File: src/rtl/rbd_pkg.sv
// ----------------------------------------------------------------------------
// Ring buffer deque package
// Sizes, operation and status codes, and the command passed from the
// request classifier to the storage engine.
// ----------------------------------------------------------------------------
package rbd_pkg;

   localparam int CAPACITY    = 1024;
   localparam int DATA_WIDTH  = 32;
   localparam int ADDR_WIDTH  = (CAPACITY > 1) ? $clog2(CAPACITY) : 1;
   localparam int COUNT_WIDTH = $clog2(CAPACITY + 1);

   localparam int KIND_WIDTH   = 2;
   localparam int VALUE_WIDTH  = 32;
   localparam int STATUS_WIDTH = 2;
   localparam int OCC_WIDTH    = 11;

   localparam int QUEUE_DEPTH = 2;
   localparam int QPTR_WIDTH  = $clog2(QUEUE_DEPTH);
   localparam int QCNT_WIDTH  = $clog2(QUEUE_DEPTH + 1);

   typedef enum logic [KIND_WIDTH-1:0] {
      KIND_PUSH_FRONT = 2'd0,
      KIND_POP_FRONT  = 2'd1,
      KIND_PUSH_BACK  = 2'd2,
      KIND_POP_BACK   = 2'd3
   } kind_type;

   typedef enum logic [STATUS_WIDTH-1:0] {
      STATUS_DONE  = 2'd0,
      STATUS_EMPTY = 2'd1,
      STATUS_FULL  = 2'd2
   } status_type;

   typedef struct packed {
      logic                  wr;
      logic                  rd;
      logic [ADDR_WIDTH-1:0] addr;
      logic [DATA_WIDTH-1:0] data;
      status_type            status;
      logic [OCC_WIDTH-1:0]  occupancy;
   } cmd_type;

endpackage

File: src/rtl/rbd_cmd_queue.sv
// ----------------------------------------------------------------------------
// Ring buffer deque command queue
// Short first-in first-out queue that decouples the classifier from the
// storage engine.
// ----------------------------------------------------------------------------
module rbd_cmd_queue (
   input  logic             clock,
   input  logic             reset,
   input  logic             in_valid,
   output logic             in_ready,
   input  rbd_pkg::cmd_type in_cmd,
   output logic             out_valid,
   input  logic             out_ready,
   output rbd_pkg::cmd_type out_cmd
);
   import rbd_pkg::*;

   cmd_type                entry_ff [QUEUE_DEPTH];
   logic [QPTR_WIDTH-1:0]  wr_ptr_ff, rd_ptr_ff;
   logic [QCNT_WIDTH-1:0]  count_ff;
   logic                   push, pop;

   assign in_ready  = (count_ff != QCNT_WIDTH'(QUEUE_DEPTH));
   assign out_valid = (count_ff != '0);
   assign out_cmd   = entry_ff[rd_ptr_ff];
   assign push      = in_valid && in_ready;
   assign pop       = out_valid && out_ready;

   always_ff @(posedge clock) begin
      if (push) begin
         entry_ff[wr_ptr_ff] <= in_cmd;
      end
   end

   always_ff @(posedge clock) begin
      if (reset) begin
         wr_ptr_ff <= '0;
         rd_ptr_ff <= '0;
         count_ff  <= '0;
      end else begin
         if (push) begin
            wr_ptr_ff <= (wr_ptr_ff == QPTR_WIDTH'(QUEUE_DEPTH - 1)) ? '0 : wr_ptr_ff + 1'b1;
         end
         if (pop) begin
            rd_ptr_ff <= (rd_ptr_ff == QPTR_WIDTH'(QUEUE_DEPTH - 1)) ? '0 : rd_ptr_ff + 1'b1;
         end
         if (push && !pop) begin
            count_ff <= count_ff + 1'b1;
         end else if (pop && !push) begin
            count_ff <= count_ff - 1'b1;
         end
      end
   end

endmodule

File: config.mk
export PLATFORM = sky130hd
export DESIGN_NAME = rbd_cmd_queue
export DESIGN_NICKNAME = d
export VERILOG_FILES = /design/src/rtl/rbd_pkg.sv /design/src/rtl/rbd_cmd_queue.sv
export SDC_FILE = /design/constraint.sdc
export NUM_CORES = 1
export LEC_CHECK = 0
export ABC_AREA = 1
export BUFFER_PORTS_ARGS = -buffer_cell sky130_fd_sc_hd__buf_2
export CAP_MARGIN = 5
export CORE_UTILIZATION = 47
export DETAILED_ROUTE_END_ITERATION = 12
export PLACE_DENSITY = 0.75
export SYNTH_ARGS = -nofsm -noshare
export SYNTH_HDL_FRONTEND = slang
export SYNTH_SLANG_ARGS = --single-unit
File: constraint.sdc
create_clock -name clock -period 3.3 [get_ports clock]
set_input_delay 0 -clock clock [delete_from_list [all_inputs] [get_ports clock]]
set_output_delay 0 -clock clock [all_outputs]
set_load 0.01 [all_outputs]
# Word-level counts from Yosys, hierarchy flattened
# Memory sizes are Yosys's and may differ from the RTL's. A register that Yosys moved wholly into a read port is not among the register bits.
# Cells that the tools add are included.
dict set report op_classes {
  n_addsub 4
  n_eq_ne 1
  mux 8
  n_reduce_logical 8
}
# cell n
set op_table {}
lappend op_table {{$mux W1} 6}
lappend op_table {{$logic_and A1 B1 Y1} 4}
lappend op_table {{$mux W2} 2}
lappend op_table {{$reduce_bool A2 Y1} 2}
lappend op_table {{$add A1 B1 Y1 const B} 2}
lappend op_table {{$add A2 B1 Y2 const B} 1}
lappend op_table {{$logic_not A1 Y1} 2}
lappend op_table {{$ne A2 B2 Y1 const B} 1}
lappend op_table {{$sub A2 B1 Y2 const B} 1}
dict set report word_totals {
  ff_bits 4
  ramBits 114
  inputBits 61
  word_cells 25
  n_memories 1
}
# memory words width rd rd_ports_with_merged_regs write_ports line_no
set mem_list {}
lappend mem_list {entry_ff 2 57 1 1 1 rbd_cmd_queue.sv:18} ;# cmd_type entry_ff [QUEUE_DEPTH];

# Longest topological paths before layout
dict set report logic_depth {
  word_depth 6
  ltp_mapped 11
  depth_no_buf 11
}

# Worst setup path before layout
# No wires, ideal clock.
dict set report synth_timing {
  path_type {register to register}
  start {register count_ff[0]}
  end {memory entry_ff[0][0] (netlist bit), enable pin}
  arrival_ns 2.998
  required_ns 2.828
  path_slack_ns -0.170
  stages_incl_launch_ff 5
  synth_period_minus_slack_ns 3.470
  cell_sequence {dfxtp_1 -> inv_1 -> nand2_1 -> nand2_1 -> nor2_1}
}
dict set report synth_between {
  elab_chain_len 4
}
# element line_no
set synth_lines {}
lappend synth_lines {{start: declaration} rbd_cmd_queue.sv:20} ;# logic [QCNT_WIDTH-1:0] count_ff;
lappend synth_lines {{start signal: assignment} rbd_cmd_queue.sv:48} ;# count_ff <= count_ff + 1'b1;
lappend synth_lines {{start signal: assignment} rbd_cmd_queue.sv:50} ;# count_ff <= count_ff - 1'b1;
lappend synth_lines {{$ne A2 B2 Y1} rbd_cmd_queue.sv:23} ;# assign in_ready = (count_ff != QCNT_WIDTH'(QUEUE_DEPTH));
lappend synth_lines {{via in_ready} rbd_cmd_queue.sv:10} ;# output logic in_ready,
lappend synth_lines {{$logic_and A1 B1 Y1} rbd_cmd_queue.sv:26} ;# assign push = in_valid && in_ready;
lappend synth_lines {{$mux W1} rbd_cmd_queue.sv:30} ;# if (push) begin
lappend synth_lines {{$mux W1 (implied by the code)} rbd_cmd_queue.sv:31} ;# entry_ff[wr_ptr_ff] <= in_cmd;
lappend synth_lines {{end: declaration} rbd_cmd_queue.sv:18}
# The timed path passes the listed nets, and every way through them passes these cells.

==> flow_metrics.py <==
metrics = {
    "floorplan": {
        "core_area_um2": 9240,
        "num_io_pins": 120,
        "die_h_um": 99.54,
        "die_area_um2": 9908,
        "die_w_um": 99.54,
        "rows": 35,
        "start_util_pct": 48.40,
    },
    "power_and_ir_drop": {
        "p_leak_nw": 2.498,
        "vdd_drop_max_mv": 0.5766,
        "powerDensity_nw_per_um2": 738.6,
    },
    "min_path": {
        "min-delay-start": "in_cmd[48]",
        "whs_path_depth": 2,
        "hold_class": "in -> reg",
    },
    "routing": {
        "drt-initial-drc-count": 130,
        "wl_per_cell_um": 15.10,
        "drt_pass1_iterations": 4,
        "drc": 0,
        "drtAntennaViolNets": 0,
        "wl_um": 8289,
        "vias": 2532,
        "vias_per_cell": 4.612,
    },
    "synth": {
        "syn_avg_cell_area_um2": 20.90,
        "synth_nets": 276,
        "ys_seq_elements": 119,
        "yosysWarningCount": 0,
        "syn_area_um2": 4472,
        "yosysSeqAreaShare_pct": 78.79,
        "yosysUniqueCellTypes": 14,
        "netlist_instances": 214,
    },
    "cells_and_area": {
        "drive_above_1_share_pct": 49.05,
        "area_growth_pct": 41.77,
        "fin_util_pct": 68.61,
        "nets": 470,
        "antenna_cells": 0,
    },
    "clock_tree": {
        "cts_num_sinks": 119,
        "post_cts_resized": 0,
        "htree_levels": 4,
        "cts_buffer_depth": 2,
        "cts-buffers-inserted": 17,
        "cts_tree": "yes",
        "clk_pin_slew_ns": 0.06,
        "clk_latency_ns": 0.49,
        "cts-root-buf": "clkbuf_8",
    },
    "setup_path": {
        "rrSetupSlack_ns": 1.47,
        "cp.depth": 2,
        "timing.rr.start": "count_ff[0]",
        "path_delay_family": "flip-flops",
        "crit_type": "reg -> out",
        "r2r_cells": 5,
        "cpPeakStageDelay_ns": 0.96,
        "crit_fanout": 57,
        "cp_cell_sequence": "mux2_2, buf_2",
        "worst_ep_required_time_ns": 3.30,
        "cp_data_arrival_time_ns": 2.05,
        "crit_slowest_cell": "dfxtp_4",
        "crit_path_end_kind": "output pin",
        "crit_buf_inv": 1,
        "critPathLaunchType": "flip-flop",
    },
    "sta": {
        "hold_viol": 0,
        "final.setup.worst_slack_ns": 1.247,
        "max_freq_mhz": 487.0,
        "slew_violations": 0,
        "timing.final.crit_share_pct": 62.22,
        "max_slew_margin_pct": 38.43,
        "final-setup-viol-count": 0,
        "worstMarginPinSlew_ns": 0.9235,
        "period_needed_ns": 2.053,
        "rsz0062_at_grt": "no",
        "fin_tns_setup_ns": 0,
        "finalClockSkew_ns": 0.007761,
    },
    "global_route": {
        "gr-total-overflow": 0,
        "grt.met3_usage_pct": 7.730,
        "grtUsageMet1_pct": 20.74,
        "grt_pass1_vias": 2621,
        "grt_use_met2_pct": 28.37,
        "grt-busiest-layer": "met2",
        "grt_pass1_wl_um": 12610,
        "track_usage_pct": 17.44,
        "grt_max_degree": 58,
        "antenna_found_initial": 0,
    },
    "place": {
        "hpwlAfterDp_um": 4641,
        "numPortBuffers": 119,
        "place_congestion": 0.7369,
        "dp_worst_setup_slack_ns": 1.498,
    },
    "status": {
        "outcome": "finished clean",
    },
    "job": {
        "drv_cap": 0,
    },
}
-- Yosys cell counts --
library cell  instances  area, um^2
edfxtp_1            114        3423
mux2_4               30       450.4
mux2_2               27       304.0
nand2_1               9       33.78
inv_1                 8       30.03
nor2_1                7       26.28
dfxtp_1               5       100.1
buf_6                 4       45.04
a21oi_1               2       10.01
buf_2                 2       10.01
nand3_1               2       10.01
o21ai_0               2       10.01
ha_1                  1       12.51
nand4_1               1       6.260
-- worst paths after layout --
path                           to
setup / recovery      out_cmd[43]
hold / removal    entry_ff[1][48]
hold reg to reg         rd_ptr_ff
setup reg to reg  entry_ff[0][43]
-- where the power goes --
group	internal [W]	leakage [nW]	total (W)	switching [W]
logic	0.000516	1.14	0.000976	0.000460
clock network	0.00105	0.258	0.00164	0.000597
registers	0.00192	1.11	0.00206	0.000145
total	0.00348	2.50	0.00468	0.00120
-- placed cells by master, fill, tap and decap left out --
cell / count
a21oi_1: 2
buf_2: 119
buf_4: 2
bufinv_16: 2
clkbuf_1: 1
clkbuf_16: 16
clkbuf_8: 1
clkinv_1: 5
clkinv_2: 4
clkinvlp_4: 2
dfxtp_1: 4
dfxtp_4: 1
dlygate4sd3_1: 60
edfxtp_1: 114
ha_1: 1
inv_1: 8
mux2_2: 27
mux2_4: 30
nand2_1: 9
nand3_1: 2
nand4_1: 1
nor2_1: 5
nor2_4: 2
o21ai_0: 2
-- worst reg2reg max path: stages, from the launching register on --
cell and delay [ns]:
dfxtp_1 0.34, inv_1 0.09, nand2_1 0.09, nand2_1 0.16, nor2_4 0.12, buf_4 0.60
-- logic make-up (layout without fill, tap and decap cells) --
group                      after synthesis  count (layout)  synth area share, %
AOI/OAI and AO/OA                        4               4               0.4477
and+or+nand+nor                         19              19                1.707
DFF                                    119             119                78.79
buffers and inverters                   14             220                1.903
adders and majority gates                1               1               0.2798
muxes                                   57              57                16.87
-- layout make-up --
class | instances | area, um^2
Multi-Input combinational cell | 81 | 878.3
Fill cell | 635 | 2900
Sequential cell | 119 | 3527
Timing Repair Buffer | 181 | 1211
Clock inverter | 13 | 113.9
Inverter | 8 | 30.03
Clock buffer | 18 | 417.9
Tap cell | 129 | 161.4
-- per-stage QoR --
| stage | hold slack [ns] | instance area (um^2) | total power [W] | cells |
|---|---|---|---|---|
| final | 0.2258 | 6340 | 0.004683 | 549 |
| after detailed placement | 0.1916 | 5207 | 0.003016 | 458 |
| after CTS | 0.2007 | 6340 | 0.004714 | 549 |
| after global routing | 0.2015 | 6340 | 0.004880 | 549 |
| after floorplan | 0.09887 | 4472 | 0.002682 | 214 |
| after global placement | 0.1893 | 5207 | 0.002984 | 458 |
-- flip-flops by register name, summed over array words and instances, names as in the netlist, named ones only --
signal / cells
entry_ff: 114
count_ff: 2
rd_ptr_ff: 1
wr_ptr_ff: 1
-- layer usage --
| metal | up-vias | part of all wire, % |
|---|---|---|
| met3 | 10 | 6.3 |
| met5 | - | 0 |
| met4 | 0 | 1.1 |
| li1 | 1211 | - |
| met1 | 1216 | 43 |
| met2 | 95 | 49 |
-- repair_timing --
action                                 in CTS  in global routing
setup buffers                               0                  0
hold buffers                               60                  0
endpoints found under the hold margin     119                  0
Note: power is estimated with default switching activity, not from simulation.
