<file path="src/rtl/rbd_pkg.sv">
// ----------------------------------------------------------------------------
// Ring buffer deque package
// Sizes, operation and status codes, and the command passed from the
// request classifier to the storage engine.
// ----------------------------------------------------------------------------
package rbd_pkg;

   localparam int CAPACITY    = 1024;
   localparam int DATA_WIDTH  = 32;
   localparam int ADDR_WIDTH  = (CAPACITY > 1) ? $clog2(CAPACITY) : 1;
   localparam int COUNT_WIDTH = $clog2(CAPACITY + 1);

   localparam int KIND_WIDTH   = 2;
   localparam int VALUE_WIDTH  = 32;
   localparam int STATUS_WIDTH = 2;
   localparam int OCC_WIDTH    = 11;

   localparam int QUEUE_DEPTH = 2;
   localparam int QPTR_WIDTH  = $clog2(QUEUE_DEPTH);
   localparam int QCNT_WIDTH  = $clog2(QUEUE_DEPTH + 1);

   typedef enum logic [KIND_WIDTH-1:0] {
      KIND_PUSH_FRONT = 2'd0,
      KIND_POP_FRONT  = 2'd1,
      KIND_PUSH_BACK  = 2'd2,
      KIND_POP_BACK   = 2'd3
   } kind_type;

   typedef enum logic [STATUS_WIDTH-1:0] {
      STATUS_DONE  = 2'd0,
      STATUS_EMPTY = 2'd1,
      STATUS_FULL  = 2'd2
   } status_type;

   typedef struct packed {
      logic                  wr;
      logic                  rd;
      logic [ADDR_WIDTH-1:0] addr;
      logic [DATA_WIDTH-1:0] data;
      status_type            status;
      logic [OCC_WIDTH-1:0]  occupancy;
   } cmd_type;

endpackage

</file>
<file path="src/rtl/rbd_req_if.sv">
// ----------------------------------------------------------------------------
// Ring buffer deque request channel
// Valid/ready channel carrying one deque operation per beat.
// ----------------------------------------------------------------------------
interface rbd_req_if;
   import rbd_pkg::*;

   logic                           valid;
   logic                           ready;
   logic [KIND_WIDTH-1:0]          kind;
   logic signed [VALUE_WIDTH-1:0]  push_value;

   modport source (output valid, output kind, output push_value, input ready);
   modport sink   (input valid, input kind, input push_value, output ready);

endinterface

</file>
<file path="src/rtl/rbd_front.sv">
// ----------------------------------------------------------------------------
// Ring buffer deque request classifier
// Checks each request against the element count, keeps the front and back
// pointers and the count, and issues a store command for the storage engine.
// ----------------------------------------------------------------------------
module rbd_front (
   input  logic             clock,
   input  logic             reset,
   rbd_req_if.sink          req,
   output logic             cmd_valid,
   input  logic             cmd_ready,
   output rbd_pkg::cmd_type cmd
);
   import rbd_pkg::*;

   logic [ADDR_WIDTH-1:0]  front_ff, front_in;
   logic [ADDR_WIDTH-1:0]  back_ff, back_in;
   logic [COUNT_WIDTH-1:0] count_ff, count_in;
   logic [ADDR_WIDTH-1:0]  front_dec, front_inc, back_dec, back_inc;
   logic                   full, empty, accept;
   logic [63:0]            value_ext, count_ext;
   kind_type               kind;

   assign front_inc = (front_ff == ADDR_WIDTH'(CAPACITY - 1)) ? '0 : front_ff + 1'b1;
   assign front_dec = (front_ff == '0) ? ADDR_WIDTH'(CAPACITY - 1) : front_ff - 1'b1;
   assign back_inc  = (back_ff == ADDR_WIDTH'(CAPACITY - 1)) ? '0 : back_ff + 1'b1;
   assign back_dec  = (back_ff == '0) ? ADDR_WIDTH'(CAPACITY - 1) : back_ff - 1'b1;

   assign full  = (count_ff == COUNT_WIDTH'(CAPACITY));
   assign empty = (count_ff == '0);
   assign kind  = kind_type'(req.kind);

   assign req.ready = cmd_ready;
   assign cmd_valid = req.valid;
   assign accept    = req.valid && cmd_ready;

   assign value_ext = {32'b0, req.push_value};
   assign count_ext = 64'(count_in);

   always_comb begin
      front_in      = front_ff;
      back_in       = back_ff;
      count_in      = count_ff;
      cmd.wr        = 1'b0;
      cmd.rd        = 1'b0;
      cmd.addr      = front_ff;
      cmd.data      = value_ext[DATA_WIDTH-1:0];
      cmd.status    = STATUS_DONE;
      unique case (kind)
         KIND_PUSH_FRONT: begin
            if (full) begin
               cmd.status = STATUS_FULL;
            end else begin
               front_in = front_dec;
               cmd.wr   = 1'b1;
               cmd.addr = front_dec;
               count_in = count_ff + 1'b1;
            end
         end
         KIND_PUSH_BACK: begin
            if (full) begin
               cmd.status = STATUS_FULL;
            end else begin
               back_in  = back_inc;
               cmd.wr   = 1'b1;
               cmd.addr = back_ff;
               count_in = count_ff + 1'b1;
            end
         end
         KIND_POP_FRONT: begin
            if (empty) begin
               cmd.status = STATUS_EMPTY;
            end else begin
               front_in = front_inc;
               cmd.rd   = 1'b1;
               cmd.addr = front_ff;
               count_in = count_ff - 1'b1;
            end
         end
         default: begin
            if (empty) begin
               cmd.status = STATUS_EMPTY;
            end else begin
               back_in  = back_dec;
               cmd.rd   = 1'b1;
               cmd.addr = back_dec;
               count_in = count_ff - 1'b1;
            end
         end
      endcase
      cmd.occupancy = count_ext[OCC_WIDTH-1:0];
   end

   always_ff @(posedge clock) begin
      if (reset) begin
         front_ff <= '0;
         back_ff  <= '0;
         count_ff <= '0;
      end else if (accept) begin
         front_ff <= front_in;
         back_ff  <= back_in;
         count_ff <= count_in;
      end
   end

endmodule

</file>
<file path="src/flat_wrapper.sv">
// flat-port wrapper written by rule: the top's interface ports become plain ports
module rbd_front_flat import rbd_pkg::*;
  (clock, reset, cmd_valid, cmd_ready, cmd, req_valid, req_kind, req_push_value, req_ready);
  rbd_req_if req_i ();
  input  logic clock;
  input  logic reset;
  output logic cmd_valid;
  input  logic cmd_ready;
  output rbd_pkg::cmd_type cmd;
  input wire logic [$bits(req_i.valid)-1:0] req_valid;
  input wire logic [$bits(req_i.kind)-1:0] req_kind;
  input wire logic [$bits(req_i.push_value)-1:0] req_push_value;
  output wire logic [$bits(req_i.ready)-1:0] req_ready;
  assign req_i.valid = req_valid;
  assign req_i.kind = req_kind;
  assign req_i.push_value = req_push_value;
  assign req_ready = req_i.ready;
  rbd_front u_core (.clock(clock), .reset(reset), .req(req_i), .cmd_valid(cmd_valid), .cmd_ready(cmd_ready), .cmd(cmd));
endmodule
</file>
<file path="config.mk">
export PLATFORM = sky130hd
export DESIGN_NAME = rbd_front_flat
export DESIGN_NICKNAME = d
export VERILOG_FILES = /design/src/rtl/rbd_pkg.sv /design/src/rtl/rbd_req_if.sv /design/src/rtl/rbd_front.sv /design/src/flat_wrapper.sv
export SDC_FILE = /design/constraint.sdc
export NUM_CORES = 1
export LEC_CHECK = 0
export BUFFER_PORTS_ARGS = -buffer_cell sky130_fd_sc_hd__buf_2
export CAP_MARGIN = 30
export CORE_ASPECT_RATIO = 0.6
export CORE_UTILIZATION = 27
export CTS_CLUSTER_SIZE = 20
export DETAILED_ROUTE_END_ITERATION = 6
export PLACE_DENSITY = 0.53
export SLEW_MARGIN = 5
export SYNTH_ARGS = -nofsm -noshare
export SYNTH_HDL_FRONTEND = slang
export SYNTH_SLANG_ARGS = --single-unit
</file>
<file path="constraint.sdc">
create_clock -name clock -period 3.5 [get_ports clock]
set_clock_uncertainty 0.05 [all_clocks]
set_input_delay 0.35 -clock clock [delete_from_list [all_inputs] [get_ports clock]]
set_output_delay 0.35 -clock clock [all_outputs]
set_load 0.02 [all_outputs]
</file>
# After elaboration in Yosys (flattened, before gate mapping)
# Cells that the tools add are included.
# word_totals
in_bits,38
latchBits,0
regBits,31
romBits,0
memories,0
out_inout_bits,59
ram_bits,0
# classes
multipliers,0
n_reduce_logical,10
n_addsub,6
order_cmp,0
n_shift,0
muxes,23
div,0
bitwise_logic,1
n_eq_ne,8
# ops
op,n
$mux W10,9
$mux W11,5
$pmux W10 S2,2
$pmux W10 S3,1
$add A10 B1 Y10 const B,2
$eq A10 B10 Y1 const B,2
$logic_not A10 Y1,2
$sub A10 B1 Y10 const B,2
$add A11 B1 Y11 const B,1
$eq A11 B11 Y1 const B,1
$logic_not A11 Y1,1
$sub A11 B1 Y11 const B,1
$ne A2 B2 Y1 const B,3
$mux W2,2
$reduce_and A4 Y1,1
$reduce_or A2 Y1,2
$mux W1,3
$reduce_and A3 Y1,1
$eq A2 B1 Y1 const B,1
$eq A2 B2 Y1 const B,1
$logic_not A2 Y1,1
$pmux W1 S2,1
$reduce_bool A2 Y1,1
$logic_and A1 B1 Y1,1
$not A1 Y1,1

# Logic depth before layout (Yosys ltp)
# logic_depth
depth_word,4
mapped_depth,9
mapped_depth_nobuf,9

# Worst setup path before layout
# OpenSTA, ideal clock, no wires.
# synth_path
kind,reg2out
startpoint,register u_core.count_ff[0]
endpoint,output port cmd[47] in the netlist's numbering
setup_slack_ns,0.716
path_stages_with_launch,8
t_arrival_ns,2.384
path_buffers,0
cell_sequence,dfxtp_1 inv_1 ha_1 or4b_1 or3_1 nand2_1 o22ai_1 a311oi_1
# synth_lines
item,line_no,rtl
"start, declared",rbd_front.sv:18,"logic [COUNT_WIDTH-1:0] count_ff, count_in;"
"start signal, assigned",rbd_front.sv:102,count_ff <= count_in;
"end, declared",flat_wrapper.sv:9,output rbd_pkg::cmd_type cmd;

==> summary.txt <==
Synth
  • Synth Register Bits: 31
  • Syn Std Cell Area: 3620 um2
  • Cell taking the most area after synthesis: dfxtp_1
  • Top-count cell post-synth: nor2_1
  • Register area share after synthesis: 17.2%
  • Post-synth EDFFs: 0
  • Synth async-reset ratio: 0%
  • Mapped Cells: 509
  • Synth top area share: 17.2%
  • Largest cells by area after synthesis: dfxtp_1 (17%), buf_4 (7.3%), a21oi_1 (4.4%), nor2_1 (4.2%), o21ai_0 (3.9%)
  • Yosys warnings: 0
  • Distinct cell type count after synthesis: 74
  • Top cells by count, synth: nor2_1 (40), buf_4 (35), a21oi_1 (32)
  • Top_reg_cell synth: dfxtp_1
  • Mapped Nets: 554
  • Avg Inst Size Synth: 7.11 um2

Critical path
  • Slowest-stage cell, CP: or4b_1
  • Crit-path max FO: 6
  • Reg2Reg Setup Slack: 0.82 ns
  • Buf/Inv on CP: 2
  • Crit end category: primary output
  • Required time of the critical path: 3.10 ns
  • Arrival @ worst endpoint: 2.97 ns
  • Worst r2r src: u_core.front_ff[0]
  • Startpoint types: flop
  • Max stage delay on crit path: 0.62 ns
  • Worst-path cell chain: inv_1 -> ha_1 -> or4b_1 -> or3_1 -> nand2_1 -> o22ai_1 -> a311oi_1 -> buf_2
  • Critical path start-end classification: reg2out
  • R2R depth: 7
  • Crit Reg-Reg Endpoint: u_core.front_ff[8]
  • Cell family with most CP delay: simple AND/OR/NAND/NOR gates

STA
  • Final setup TNS: 0 ns
  • Fmax achieved: 297 MHz
  • Final setup viols: 0
  • Max_slew headroom: 42.6%
  • Slew Viols, Final: 0
  • Actual slew at the worst max-slew pin: 0.860 ns
  • Min Tclk post-route: 3.37 ns
  • RSZ-0062 raised after global routing: no
  • Final hold violations: 0
  • Fin crit share: 96.3%
  • Final WS setup: 0.131 ns

Clocking
  • CTS clk-pin slew, worst paths: 0.06 ns
  • CTS tree: yes
  • Max clock buf depth: 2
  • H-tree depth: 2
  • Clock Latency Late Sink: 0.29 ns
  • Total CTS buffers: 5
  • CTS sink cnt: 31
  • CTS Hold Bufs: 0
  • Post-CTS setup buffer count: 0
  • Root Buffer: clkbuf_16

Finish
  • Layout fillers: 1427
  • P&R area growth vs syn: 4.50%
  • Finished Cell Area: 3780 um2
  • # nets final: 527
  • Antenna diode count: 0
  • Share of cells above drive strength 1: 16.6%

Pwr
  • Pwr Density: 463 nW/um2
  • P_leak: 1.36 nW
  • Maximum VDD drop: 164 uV

Floorplanning
  • Die Ht: 91.7 um
  • Initial core utilization: 27.9%
  • Row count: 32
  • Die area: 13900 um2
  • Boundary pin count: 97
  • Core area: 13000 um2
  • Die W: 151 um

Drt
  • Routed WL per cell: 17.5 um
  • DRC viols: 0
  • Initial DRC Count: 361
  • DRT Wirelength: 11400 um
  • Vias per std cell: 5.88
  • DRT Pass-1 Iters: 5
  • Post-route ant nets: 0
  • Vias: 3842

Placement
  • PortBufs: 32
  • Placer Congestion: 0.848
  • DPL Wire Length: 8540 um
  • Dpl ws: 0.516 ns
  • Placed Area: 3630 um2

Global route
  • First-pass GRT wire length: 18400 um
  • Gr ovfl total: 0
  • Vias in the first global route: 3365
  • Largest net degree at the start of global routing: 42
  • Gr usage total: 16.9%
  • Initial antenna violation count: 0

Run status
  • Outcome: finished, final reports clean

Min path
  • Min-delay worst type: reg2reg
  • Cells on Worst Hold Path: 2
  • Hold Path End: u_core.count_ff[9]
  • HP Start: u_core.count_ff[9]

Job
  • Max-Cap Viols: 0
==> routing by layer <==
layer / share of wire (%) / up-vias / global-route usage, % / wire (um)
met4: 0.79 / 0 / 2.67 / 90
met2: 37 / 196 / 21.4 / 4240
li1: - / 1792 / - / -
met5: 0 / - / 0 / 0
met1: 50 / 1842 / 26.8 / 5750
met3: 12 / 12 / 5.57 / 1370
==> tightest hold or removal path, delay by kind of cell (launching register included) <==
family          cells  cell delay (ns)
compound gates      1             0.07
simple gates        1             0.08
flops               1             0.37
==> registers in the layout (all words and copies together) (netlist names) <==
| name | cells |
|---|---|
| u_core.count_ff | 11 |
| u_core.back_ff | 10 |
| u_core.front_ff | 10 |
==> worst max-delay path by stage <==
stage,start,to,cells past startpoint
3_3_place_gp,u_core.count_ff[0],cmd[47],8
2_1_floorplan,u_core.count_ff[0],cmd[47],7
3_5_place_dp,u_core.count_ff[0],cmd[47],8
4_1_cts,u_core.count_ff[0],cmd[47],8
5_1_grt,u_core.count_ff[0],cmd[47],8
6_report,u_core.count_ff[0],cmd[47],8
==> final cells by class <==
type | instances | area [um2] | area share [%]
repair buffers | 44 | 250 | 6.62
inverters | 17 | 63.8 | 1.69
multi-input cells | 383 | 2490 | 65.9
clock buffers | 6 | 129 | 3.41
clock inverters | 2 | 12.5 | 0.331
flip-flops and latches | 31 | 621 | 16.4
well taps | 170 | 213 | 5.63
==> timing repair <==
action	in CTS	in global routing
resized for setup	0	1
endpoints found under the setup margin	0	1
hold endpoints to repair	0	0
==> through the flow <==
stage | instances | utilization [%] | hold WS, ns | power [mW]
detailed placement | 645 | 28.0 | 0.506 | 1.29
global placement | 645 | 28.0 | 0.510 | 1.28
floorplan | 509 | - | 0.465 | 1.11
CTS | 653 | 29.1 | 0.516 | 1.73
finish | 653 | 29.1 | 0.513 | 1.75
global route | 653 | 29.1 | 0.571 | 1.86
==> placed cells by master, fill, tap and decap left out, types with 4 or more instances in the layout <==
cell type / netlist / layout
clkbuf_16: 0 / 5
o31ai_1: 12 / 12
ha_1: 7 / 7
nor2_1: 40 / 40
a311oi_1: 8 / 8
and2_1: 7 / 7
and3_1: 7 / 7
or3_1: 10 / 10
nand4_1: 12 / 12
o21ai_0: 28 / 28
or2_2: 6 / 6
o211ai_1: 8 / 8
a211oi_1: 7 / 7
mux2_2: 7 / 7
xnor2_1: 14 / 14
o22ai_1: 6 / 6
a21oi_1: 32 / 32
a31oi_1: 6 / 6
nor3_1: 21 / 21
dfxtp_1: 31 / 31
nor2b_1: 14 / 14
nand2_1: 30 / 30
nand3_1: 25 / 25
buf_4: 35 / 12
inv_1: 14 / 14
mux2i_1: 4 / 4
buf_2: 9 / 32
==> power breakdown <==
group,total (mW),switching [mW],internal (mW)
clock,0.443,0.180,0.263
sequential,0.437,0.0581,0.379
combinational,0.871,0.552,0.319
==> cell families after synthesis <==
group | Yosys count | synth area share (%)
DFF | 31 | 17.2
xor gates and xnor gates | 17 | 4.12
AOI/OAI and AO/OA | 142 | 27.0
buffers and inverters | 95 | 14.2
and+or+nand+nor | 205 | 31.4
adders and majority gates | 7 | 2.42
muxes | 12 | 3.70
No activity file was read; power rests on OpenSTA's default activity.
